`src/cooperative_task_scheduler_defines.svh`:
```
// Assertion helpers used by the scheduler datapath.
`ifndef COOPERATIVE_TASK_SCHEDULER_DEFINES_SVH
`define COOPERATIVE_TASK_SCHEDULER_DEFINES_SVH

// The consequent must hold in the same cycle as the antecedent.
`define CTS_ASSERT_IMP(lbl, clk, rstn, ante, cons, msg) \
    lbl: assert property (@(posedge clk) disable iff (!(rstn)) (ante) |-> (cons)) \
        else $error(msg);

// The consequent must hold in the cycle after the antecedent.
`define CTS_ASSERT_NEXT(lbl, clk, rstn, ante, cons, msg) \
    lbl: assert property (@(posedge clk) disable iff (!(rstn)) (ante) |=> (cons)) \
        else $error(msg);

`endif

```
`src/cts_pkg.sv`:
```
`default_nettype none
package cts_pkg;

    localparam int NUM_SLOTS   = 8;
    localparam int MAX_RESULTS = 8;
    localparam int SLOT_W      = (NUM_SLOTS > 1) ? $clog2(NUM_SLOTS) : 1;
    localparam int FREE_W      = $clog2(NUM_SLOTS + 1);
    localparam int CNT_W       = $clog2(MAX_RESULTS + 1);
    localparam int IDX_W       = 4;
    localparam int HANDLE_W    = 16;
    localparam int TIME_W      = 32;
    localparam int PEND_W      = 8;
    localparam logic [PEND_W-1:0] PEND_MAX = '1;

    typedef enum logic [1:0] {
        REQ_TICK = 2'd0,
        REQ_ADD  = 2'd1,
        REQ_DEL  = 2'd2,
        REQ_DISP = 2'd3
    } t_req_type;

    typedef struct packed {
        logic [HANDLE_W-1:0] task_handle;
        logic [TIME_W-1:0]   start_delay;
        logic [TIME_W-1:0]   repeat_period;
        logic [TIME_W-1:0]   slot_to_delete;
    } t_req_payload;

    typedef struct packed {
        logic load;
        logic ptr_inc;
        logic tick_step;
        logic tick_done;
        logic add_do;
        logic del_do;
        logic disp_step;
        logic disp_end;
    } t_dp_cmd;

    typedef struct packed {
        logic out_free;
        logic ptr_last;
        logic step_ok;
        logic cnt_full;
    } t_dp_sts;

endpackage
`default_nettype wire

```
`src/cts_if.sv`:
```
`default_nettype none
interface cts_req_if;
    logic        valid;
    logic        ready;
    logic [1:0]  req_type;
    logic [15:0] task_handle;
    logic [31:0] start_delay;
    logic [31:0] repeat_period;
    logic [31:0] slot_to_delete;

    modport source (output valid, req_type, task_handle, start_delay, repeat_period,
                    slot_to_delete, input ready);
    modport sink   (input valid, req_type, task_handle, start_delay, repeat_period,
                    slot_to_delete, output ready);
endinterface

interface cts_res_if;
    logic        valid;
    logic        ready;
    logic [3:0]  slot_index;
    logic        fail_flag;
    logic        run_valid;
    logic [15:0] run_handle;
    logic        last_result;

    modport source (output valid, slot_index, fail_flag, run_valid, run_handle,
                    last_result, input ready);
    modport sink   (input valid, slot_index, fail_flag, run_valid, run_handle,
                    last_result, output ready);
endinterface
`default_nettype wire

```
`src/cts_datapath.sv`:
```
`default_nettype none
`include "cooperative_task_scheduler_defines.svh"
module cts_datapath (
    input  wire logic                  i_clk,
    input  wire logic                  i_rst_n,
    input  wire cts_pkg::t_req_payload i_payload,
    input  wire cts_pkg::t_dp_cmd      i_cmd,
    output cts_pkg::t_dp_sts           o_sts,
    cts_res_if.source                  o_res
);
    import cts_pkg::*;

    // Slot table.
    logic [NUM_SLOTS-1:0] r_valid;
    logic [HANDLE_W-1:0]  r_handle  [NUM_SLOTS];
    logic [TIME_W-1:0]    r_delay   [NUM_SLOTS];
    logic [TIME_W-1:0]    r_period  [NUM_SLOTS];
    logic [PEND_W-1:0]    r_pending [NUM_SLOTS];

    // Captured request.
    t_req_payload r_req;

    logic [SLOT_W-1:0] r_ptr;
    logic [CNT_W-1:0]  r_cnt;

    // A dispatch result is held back until it is known whether it is the last.
    logic                r_hold_valid;
    logic [IDX_W-1:0]    r_hold_idx;
    logic [HANDLE_W-1:0] r_hold_handle;

    logic                r_out_valid;
    logic [IDX_W-1:0]    r_out_idx;
    logic                r_out_fail;
    logic                r_out_runv;
    logic [HANDLE_W-1:0] r_out_handle;
    logic                r_out_last;

    logic [FREE_W-1:0]   free_idx;
    logic                table_full;
    logic                del_in_range;
    logic                del_ok;
    logic [SLOT_W-1:0]   del_slot;
    logic [SLOT_W-1:0]   add_slot;
    logic                hit;
    logic                out_free;
    logic                push;
    logic [IDX_W-1:0]    push_idx;
    logic                push_fail;
    logic                push_runv;
    logic [HANDLE_W-1:0] push_handle;
    logic                push_last;

    always_comb begin
        free_idx = FREE_W'(NUM_SLOTS);
        for (int i = NUM_SLOTS - 1; i >= 0; i--) begin
            if (!r_valid[i]) begin
                free_idx = FREE_W'(i);
            end
        end
    end

    assign table_full   = (free_idx == FREE_W'(NUM_SLOTS));
    assign add_slot     = free_idx[SLOT_W-1:0];
    assign del_in_range = (r_req.slot_to_delete < TIME_W'(NUM_SLOTS));
    assign del_slot     = r_req.slot_to_delete[SLOT_W-1:0];
    assign del_ok       = del_in_range && r_valid[del_slot];
    assign hit          = r_valid[r_ptr] && (r_pending[r_ptr] != '0);
    assign out_free     = !r_out_valid || o_res.ready;

    assign o_sts.out_free = out_free;
    assign o_sts.ptr_last = (r_ptr == SLOT_W'(NUM_SLOTS - 1));
    assign o_sts.step_ok  = !hit || !r_hold_valid || out_free;
    assign o_sts.cnt_full = (r_cnt == CNT_W'(MAX_RESULTS));

    always_comb begin
        push        = 1'b0;
        push_idx    = '0;
        push_fail   = 1'b0;
        push_runv   = 1'b0;
        push_handle = '0;
        push_last   = 1'b1;
        if (i_cmd.tick_done) begin
            push = 1'b1;
        end else if (i_cmd.add_do) begin
            push     = 1'b1;
            push_idx = IDX_W'(free_idx);
        end else if (i_cmd.del_do) begin
            push      = 1'b1;
            push_fail = !del_ok;
        end else if (i_cmd.disp_step && hit && r_hold_valid) begin
            push        = 1'b1;
            push_idx    = r_hold_idx;
            push_runv   = 1'b1;
            push_handle = r_hold_handle;
            push_last   = 1'b0;
        end else if (i_cmd.disp_end) begin
            push = 1'b1;
            if (r_hold_valid) begin
                push_idx    = r_hold_idx;
                push_runv   = 1'b1;
                push_handle = r_hold_handle;
            end
        end
    end

    always_ff @(posedge i_clk) begin
        if (!i_rst_n) begin
            r_valid <= '0;
        end else begin
            if (i_cmd.add_do && !table_full) begin
                r_valid[add_slot] <= 1'b1;
            end
            if (i_cmd.del_do && del_ok) begin
                r_valid[del_slot] <= 1'b0;
            end
            // A one-shot task leaves the table once it has been dispatched.
            if (i_cmd.disp_step && hit && (r_period[r_ptr] == '0)) begin
                r_valid[r_ptr] <= 1'b0;
            end
        end
    end

    always_ff @(posedge i_clk) begin
        if (i_cmd.add_do && !table_full) begin
            r_handle[add_slot]  <= r_req.task_handle;
            r_delay[add_slot]   <= r_req.start_delay;
            r_period[add_slot]  <= r_req.repeat_period;
            r_pending[add_slot] <= (r_req.start_delay == '0) ? PEND_W'(1) : '0;
        end
        if (i_cmd.tick_step && r_valid[r_ptr]) begin
            if (r_delay[r_ptr] == '0) begin
                if (r_pending[r_ptr] != PEND_MAX) begin
                    r_pending[r_ptr] <= r_pending[r_ptr] + PEND_W'(1);
                end
                if (r_period[r_ptr] != '0) begin
                    r_delay[r_ptr] <= r_period[r_ptr];
                end
            end else begin
                r_delay[r_ptr] <= r_delay[r_ptr] - TIME_W'(1);
            end
        end
        if (i_cmd.disp_step && hit) begin
            r_pending[r_ptr] <= r_pending[r_ptr] - PEND_W'(1);
        end
    end

    always_ff @(posedge i_clk) begin
        if (i_cmd.load) begin
            r_req <= i_payload;
        end
        if (i_cmd.disp_step && hit) begin
            r_hold_idx    <= IDX_W'(r_ptr);
            r_hold_handle <= r_handle[r_ptr];
        end
        if (push) begin
            r_out_idx    <= push_idx;
            r_out_fail   <= push_fail;
            r_out_runv   <= push_runv;
            r_out_handle <= push_handle;
            r_out_last   <= push_last;
        end
    end

    always_ff @(posedge i_clk) begin
        if (!i_rst_n) begin
            r_ptr        <= '0;
            r_cnt        <= '0;
            r_hold_valid <= 1'b0;
            r_out_valid  <= 1'b0;
        end else begin
            if (i_cmd.load) begin
                r_ptr        <= '0;
                r_cnt        <= '0;
                r_hold_valid <= 1'b0;
            end else begin
                if (i_cmd.ptr_inc) begin
                    r_ptr <= r_ptr + SLOT_W'(1);
                end
                if (i_cmd.disp_step && hit) begin
                    r_cnt        <= r_cnt + CNT_W'(1);
                    r_hold_valid <= 1'b1;
                end
                if (i_cmd.disp_end) begin
                    r_hold_valid <= 1'b0;
                end
            end
            if (push) begin
                r_out_valid <= 1'b1;
            end else if (o_res.ready) begin
                r_out_valid <= 1'b0;
            end
        end
    end

    assign o_res.valid       = r_out_valid;
    assign o_res.slot_index  = r_out_idx;
    assign o_res.fail_flag   = r_out_fail;
    assign o_res.run_valid   = r_out_runv;
    assign o_res.run_handle  = r_out_handle;
    assign o_res.last_result = r_out_last;

    `CTS_ASSERT_IMP(a_cnt_bound, i_clk, i_rst_n, 1'b1, r_cnt <= CNT_W'(MAX_RESULTS), "dispatch count overflow")
    `CTS_ASSERT_IMP(a_no_overwrite, i_clk, i_rst_n, push && r_out_valid, o_res.ready, "result overwritten before transaction")
    `CTS_ASSERT_NEXT(a_hold_set, i_clk, i_rst_n, i_cmd.disp_step && hit, r_hold_valid, "dispatched slot not held")

endmodule
`default_nettype wire

```
`src/cts_controller.sv`:
```
`default_nettype none
module cts_controller (
    input  wire logic             i_clk,
    input  wire logic             i_rst_n,
    input  wire logic             i_req_valid,
    input  wire logic [1:0]       i_req_type,
    input  wire cts_pkg::t_dp_sts i_sts,
    output logic                  o_req_ready,
    output cts_pkg::t_dp_cmd      o_cmd
);
    import cts_pkg::*;

    typedef enum logic [2:0] {
        S_IDLE,
        S_TICK,
        S_TICK_END,
        S_ADD,
        S_DEL,
        S_DISP,
        S_DISP_END
    } t_state;

    t_state r_state;
    t_state n_state;
    t_req_type req_type;

    assign req_type    = t_req_type'(i_req_type);
    assign o_req_ready = (r_state == S_IDLE);

    always_comb begin
        n_state = r_state;
        o_cmd   = '0;
        unique case (r_state)
            S_IDLE: begin
                if (i_req_valid) begin
                    o_cmd.load = 1'b1;
                    unique case (req_type)
                        REQ_TICK: n_state = S_TICK;
                        REQ_ADD:  n_state = S_ADD;
                        REQ_DEL:  n_state = S_DEL;
                        REQ_DISP: n_state = S_DISP;
                        default:  n_state = S_IDLE;
                    endcase
                end
            end
            S_TICK: begin
                o_cmd.tick_step = 1'b1;
                if (i_sts.ptr_last) begin
                    n_state = S_TICK_END;
                end else begin
                    o_cmd.ptr_inc = 1'b1;
                end
            end
            S_TICK_END: begin
                if (i_sts.out_free) begin
                    o_cmd.tick_done = 1'b1;
                    n_state         = S_IDLE;
                end
            end
            S_ADD: begin
                if (i_sts.out_free) begin
                    o_cmd.add_do = 1'b1;
                    n_state      = S_IDLE;
                end
            end
            S_DEL: begin
                if (i_sts.out_free) begin
                    o_cmd.del_do = 1'b1;
                    n_state      = S_IDLE;
                end
            end
            S_DISP: begin
                // A found slot may have to wait until the previous one is sent.
                if (i_sts.cnt_full) begin
                    n_state = S_DISP_END;
                end else if (i_sts.step_ok) begin
                    o_cmd.disp_step = 1'b1;
                    if (i_sts.ptr_last) begin
                        n_state = S_DISP_END;
                    end else begin
                        o_cmd.ptr_inc = 1'b1;
                    end
                end
            end
            S_DISP_END: begin
                if (i_sts.out_free) begin
                    o_cmd.disp_end = 1'b1;
                    n_state        = S_IDLE;
                end
            end
            default: n_state = S_IDLE;
        endcase
    end

    always_ff @(posedge i_clk) begin
        if (!i_rst_n) begin
            r_state <= S_IDLE;
        end else begin
            r_state <= n_state;
        end
    end

endmodule
`default_nettype wire

```
`src/cooperative_task_scheduler.sv`:
```
`default_nettype none
// Time-triggered cooperative scheduler with a table of NUM_SLOTS task slots. Each
// request on i_req yields one or more transactions on o_res, the final one flagged
// by last_result. Tick and dispatch walk the table one slot per cycle through a
// single shared slot update path; a dispatch walk pauses while a found slot waits
// for the output register, and a dispatch that already emitted MAX_RESULTS tasks
// ends its walk early. A new request is taken once the previous one has handed its
// last result to the output register.
module cooperative_task_scheduler (
    input  wire logic i_clk,
    input  wire logic i_rst_n,
    cts_req_if.sink   i_req,
    cts_res_if.source o_res
);
    import cts_pkg::*;

    t_dp_cmd      cmd;
    t_dp_sts      sts;
    t_req_payload payload;
    logic         req_ready;

    assign payload.task_handle    = i_req.task_handle;
    assign payload.start_delay    = i_req.start_delay;
    assign payload.repeat_period  = i_req.repeat_period;
    assign payload.slot_to_delete = i_req.slot_to_delete;
    assign i_req.ready            = req_ready;

    cts_controller u_ctrl (
        .i_clk       (i_clk),
        .i_rst_n     (i_rst_n),
        .i_req_valid (i_req.valid),
        .i_req_type  (i_req.req_type),
        .i_sts       (sts),
        .o_req_ready (req_ready),
        .o_cmd       (cmd)
    );

    cts_datapath u_dp (
        .i_clk     (i_clk),
        .i_rst_n   (i_rst_n),
        .i_payload (payload),
        .i_cmd     (cmd),
        .o_sts     (sts),
        .o_res     (o_res)
    );

endmodule
`default_nettype wire

```
`src/flat_wrapper.sv`:
```
// flat-port wrapper written by rule: the top's interface ports become plain ports
module cooperative_task_scheduler_flat import cts_pkg::*;
  (i_clk, i_rst_n, i_req_valid, i_req_req_type, i_req_task_handle, i_req_start_delay, i_req_repeat_period, i_req_slot_to_delete, i_req_ready, o_res_valid, o_res_slot_index, o_res_fail_flag, o_res_run_valid, o_res_run_handle, o_res_last_result, o_res_ready);
  cts_req_if i_req_i ();
  cts_res_if o_res_i ();
  input  wire logic i_clk;
  input  wire logic i_rst_n;
  input wire logic [$bits(i_req_i.valid)-1:0] i_req_valid;
  input wire logic [$bits(i_req_i.req_type)-1:0] i_req_req_type;
  input wire logic [$bits(i_req_i.task_handle)-1:0] i_req_task_handle;
  input wire logic [$bits(i_req_i.start_delay)-1:0] i_req_start_delay;
  input wire logic [$bits(i_req_i.repeat_period)-1:0] i_req_repeat_period;
  input wire logic [$bits(i_req_i.slot_to_delete)-1:0] i_req_slot_to_delete;
  output wire logic [$bits(i_req_i.ready)-1:0] i_req_ready;
  output wire logic [$bits(o_res_i.valid)-1:0] o_res_valid;
  output wire logic [$bits(o_res_i.slot_index)-1:0] o_res_slot_index;
  output wire logic [$bits(o_res_i.fail_flag)-1:0] o_res_fail_flag;
  output wire logic [$bits(o_res_i.run_valid)-1:0] o_res_run_valid;
  output wire logic [$bits(o_res_i.run_handle)-1:0] o_res_run_handle;
  output wire logic [$bits(o_res_i.last_result)-1:0] o_res_last_result;
  input wire logic [$bits(o_res_i.ready)-1:0] o_res_ready;
  assign i_req_i.valid = i_req_valid;
  assign i_req_i.req_type = i_req_req_type;
  assign i_req_i.task_handle = i_req_task_handle;
  assign i_req_i.start_delay = i_req_start_delay;
  assign i_req_i.repeat_period = i_req_repeat_period;
  assign i_req_i.slot_to_delete = i_req_slot_to_delete;
  assign i_req_ready = i_req_i.ready;
  assign o_res_valid = o_res_i.valid;
  assign o_res_slot_index = o_res_i.slot_index;
  assign o_res_fail_flag = o_res_i.fail_flag;
  assign o_res_run_valid = o_res_i.run_valid;
  assign o_res_run_handle = o_res_i.run_handle;
  assign o_res_last_result = o_res_i.last_result;
  assign o_res_i.ready = o_res_ready;
  cooperative_task_scheduler u_core (.i_clk(i_clk), .i_rst_n(i_rst_n), .i_req(i_req_i), .o_res(o_res_i));
endmodule
```
`config.mk`:
```
export PLATFORM = sky130hd
export DESIGN_NAME = cooperative_task_scheduler_flat
export DESIGN_NICKNAME = d
export VERILOG_FILES = /design/src/cts_pkg.sv /design/src/cts_if.sv /design/src/cts_datapath.sv /design/src/cts_controller.sv /design/src/cooperative_task_scheduler.sv /design/src/flat_wrapper.sv
export VERILOG_INCLUDE_DIRS = /design/src /design/src/src
export SDC_FILE = /design/constraint.sdc
export NUM_CORES = 1
export LEC_CHECK = 0
export ABC_AREA = 1
export ABC_CLOCK_PERIOD_IN_PS = 5700
export BUFFER_PORTS_ARGS = -buffer_cell sky130_fd_sc_hd__buf_2
export CORE_ASPECT_RATIO = 1.4
export CORE_MARGIN = 2
export CORE_UTILIZATION = 60
export CTS_BUF_LIST = sky130_fd_sc_hd__clkbuf_8
export DETAILED_ROUTE_END_ITERATION = 16
export PLACE_DENSITY = 0.89
export SYNTH_ARGS = -nofsm -noshare
export SYNTH_HDL_FRONTEND = slang
export SYNTH_SLANG_ARGS = --single-unit
```
`constraint.sdc`:
```
create_clock -name i_clk -period 5.7 [get_ports i_clk]
set_clock_uncertainty 0.2 [all_clocks]
set_input_delay 0.855 -clock i_clk [delete_from_list [all_inputs] [get_ports i_clk]]
set_output_delay 0.855 -clock i_clk [all_outputs]
set_load 0.005 [all_outputs]
```
==> summary.md <==
| Metric | Value |
|---|---|
| Status | finished clean |
| Max Fanout on Critical Path | between 150 and 200 |
| Post-cts sizing count | 0 |
| Num CTS Buffers | 117 |
| CP max stage cell | nor2_4 |
| Sequential fraction of design power | 0.489 |
| Max-Cap Viols | 0 |
| RSZ-0062 raised after global routing | false |
| TritonCTS clock tree | done |
| Power per cell area | ~420 nW/um^2 |
| DP Area | between 30000 and 40000 sq um |
| Combinational Power Share | 0.238 |
| Cell repeated most along the worst path | nand2_1 |
| Ranking of synthesized cells by area | edfxtp_1, nor2_1, nand2_1 |
| Maximum VDD drop | ~0.00030 V |
| Via count | about 24000 |
| WL met3 | between 8 and 9 mm |
| Final RePlAce weighted congestion | 0.994 |
| Clock root cell | clkbuf_8 |
| Final HPWL DP | 50.1 mm |
| Nets | 3210 |
| Post-route setup slack | 596 ps |
| Finished Layout Cells | 3934 |
| Cell area after synthesis | 35700 sq um |
| Pre-CTS setup slack | ~750 ps |
| Switching power | 5530 uW |
| Pin count of the biggest net entering global routing | 200 |
| Die Wd | around 210 um |
| Net Sw Frac | 0.331 |
| CTS sink count | a little under 900 |
| Synth Flop Type | edfxtp_1 |
| Internal power | about 11000 uW |
| Vias per cell | 6.17 |
| Final setup viols | 0 |
| CTS Hold Bufs | 0 |
| Clock power frac | 0.272 |
| Final Hold Viols | 0 |
| Detailed Routing Iterations Pass 1 | 6 |
| Clock Path Buffers | 3 |
| Minimum clock period | approximately 5100 ps |
| Initial antenna violation count | 4 |
| Count of input and output buffers | 142 |
| Most common cell after layout, fill and taps aside | edfxtp_1 |
| Area grow syn2layout | 10.6% |
| Synth unique cells | 44 |
| Post-synthesis sequential area ratio | 0.734 |
| Ys Warns | 0 |
| Die height | between 200 and 300 um |
| Slew Viols, Final | 0 |
| Final worst-path cycle share | 0.895 |
| Post-synth top area cell | edfxtp_1 |
| Area share of the largest cell type after synthesis | 0.721 |
| WL met2 | 42.7 mm |
| Skew-Pair Late Insertion Delay | around 760 ps |
| Setup_tns | 0 ps |
| Routed WL | between 80 and 90 mm |
| Critical path arrival | between 5000 and 6000 ps |
| CP peak stage delay | 740 ps |
| Die ar. | 61500 sq um |
| Max Fclk | 196 MHz |
| Tot GR Track Use | 0.273 |
| Critical Path Sink Type | flop |
| Initial Utilization | 0.608 |
| Postcts setup bufs | 0 |
| Vias in the first global route | 24000 |
| CTS clock-pin slew for the worst setup and hold paths | roughly 70 ps |
| Synth Instances | 2909 |
| Worst Tran Pin Value | between 1000 and 1500 ps |
| Row Count | roughly 110 |
| CP Class | reg2reg |
| Hold Path Class | in2reg |
| Max-Slew Margin vs Limit | 0.302 |
| Synth Register Bits | around 880 |
| Critical path required time | about 6000 ps |
| Asr flop ratio synth | 0 |
| Critical-path cell list | inv_8 > buf_4 > o21ai_0 > o22ai_1 > o21ai_0 > nand2_1 > nor2_1 > nand2_1 > nor2_1 > nand2_1 > nand2_2 > nand2_2 > nand2_1 > nand3_1 > nor2_4 > buf_4 |
| Max Used Layer | met5 |
| Synthesized area per cell | roughly 12 sq um |
| Startpoint types | flop |
| Most frequent cells in the layout | edfxtp_1, nor2_1, nand2_1 |
| Static leakage | around 0.014 uW |
| Number of synthesized flops with an enable pin | 858 |
| Post-synth net total | 3037 |
| # IOs | approximately 140 |
| Routed Antenna Nets | 0 |
| Met1 WL | around 29 mm |
| Routed len/inst | around 21 um |
| Share of cells above drive strength 1 | 0.125 |
| First-pass GRT wire length | between 100 and 150 mm |
| H-tree lvl count | 3 |
| DP Cell Count | 3712 |
| DRC Markers | 0 |
| Starting DRC count in detailed routing | 3187 |
| Core area | between 50000 and 60000 sq um |
| Final Cell Area | just under 40000 sq um |
| Total gr overflow | 0 |
[through the flow]
stage	power [uW]	utilization	hold WS (ps)
5_1_grt	17400	0.673	36.3
4_1_cts	16600	0.672	17.7
6_report	16700	0.673	67.3
3_5_place_dp	12100	0.633	298
2_1_floorplan	10900	-	231
3_3_place_gp	12000	0.633	289
[kinds of logic after synthesis]
family	synth area share
and+or+nand+nor	0.127
DFF	0.734
AOI/OAI and AO/OA	0.0920
buffers and inverters	0.0366
xor gates and xnor gates	0.00613
adders and majority gates	0.00350
muxes	0.000561
[Yosys cell counts (5+ instances only)]
master    count
buf_1        12
a21oi_1      23
clkinv_1      9
buf_2        45
xor2_1       18
dfxtp_1      23
nand2_1     431
clkbuf_1     54
a211oi_1     13
nor2_2        5
a22oi_1      16
nor4_1       18
buf_6        15
buf_4        10
inv_1       141
xnor2_1       7
o22ai_1      55
nand3_1     114
nand4_1      27
edfxtp_1    858
inv_2         6
a22o_1       17
nor2_1      494
a221oi_1     12
nand2_2       6
o21ai_0     272
o21ai_1     126
ha_1         10
nor3_1        9
o211ai_1     40
[state kept, by name (all words and copies together), names as in the netlist, 4 cells and up, named ones only]
register / count
u_core.u_dp.r_cnt: 4
u_core.u_dp.o_res.run_handle: 16
u_core.u_dp.r_delay: 256
u_core.u_dp.o_res.slot_index: 4
u_core.u_dp.r_hold_handle: 16
u_core.u_dp.r_valid: 8
u_core.u_dp.r_period: 256
u_core.u_dp.r_req: 109
u_core.u_dp.r_handle: 128
u_core.u_dp.r_pending: 64
[per-layer routing]
metal | vias to the layer above | track usage
li1 | 10800 | -
met1 | 11500 | 0.324
met2 | 1688 | 0.462
met3 | 346 | 0.0565
met4 | 4 | 0.163
met5 | - | 0
[critical path, delay by kind of cell (launching register included)]
kind	cells	cell delay, ps
buffers and inverters	3	1080
and+or+nand+nor	10	2160
DFF	1	620
AOI/OAI and AO/OA	3	640
[path summary, 6_finish.rpt]
check	from	end	slack, ps	depth (start not counted)
max	flop	u_core.u_dp.r_delay[6][10]$_DFFE_PP_	600	16
min	i_req_repeat_period[13]	u_core.u_dp.r_req[45]$_DFFE_PP_	70	1
max reg2reg	flop	u_core.u_dp.r_delay[6][10]$_DFFE_PP_	600	16
min reg2reg	u_core.u_dp.r_cnt[3]$_SDFFE_PP0P_	u_core.u_dp.r_cnt[3]$_SDFFE_PP0P_	320	2
[final cells by class]
cell class                 count  area (sq um)
sequential                   881         26200
tap                          749           937
fill                        3670         19200
clock inverter                96           573
multi-input combinational   1735          8300
inverter                     156           597
clock buffer                 125          1720
antenna                        1          2.50
timing repair buffer         191          1130
[power groups by stage]
stage	sequential (uW)	clock, uW	combinational (uW)
5_1_grt	8200	4840	4340
2_1_floorplan	8160	0	2760
4_1_cts	8150	4590	3900
6_report	8170	4550	3980
3_5_place_dp	8280	0	3860
3_3_place_gp	8270	0	3720
No activity file was read; power rests on OpenSTA's default activity.
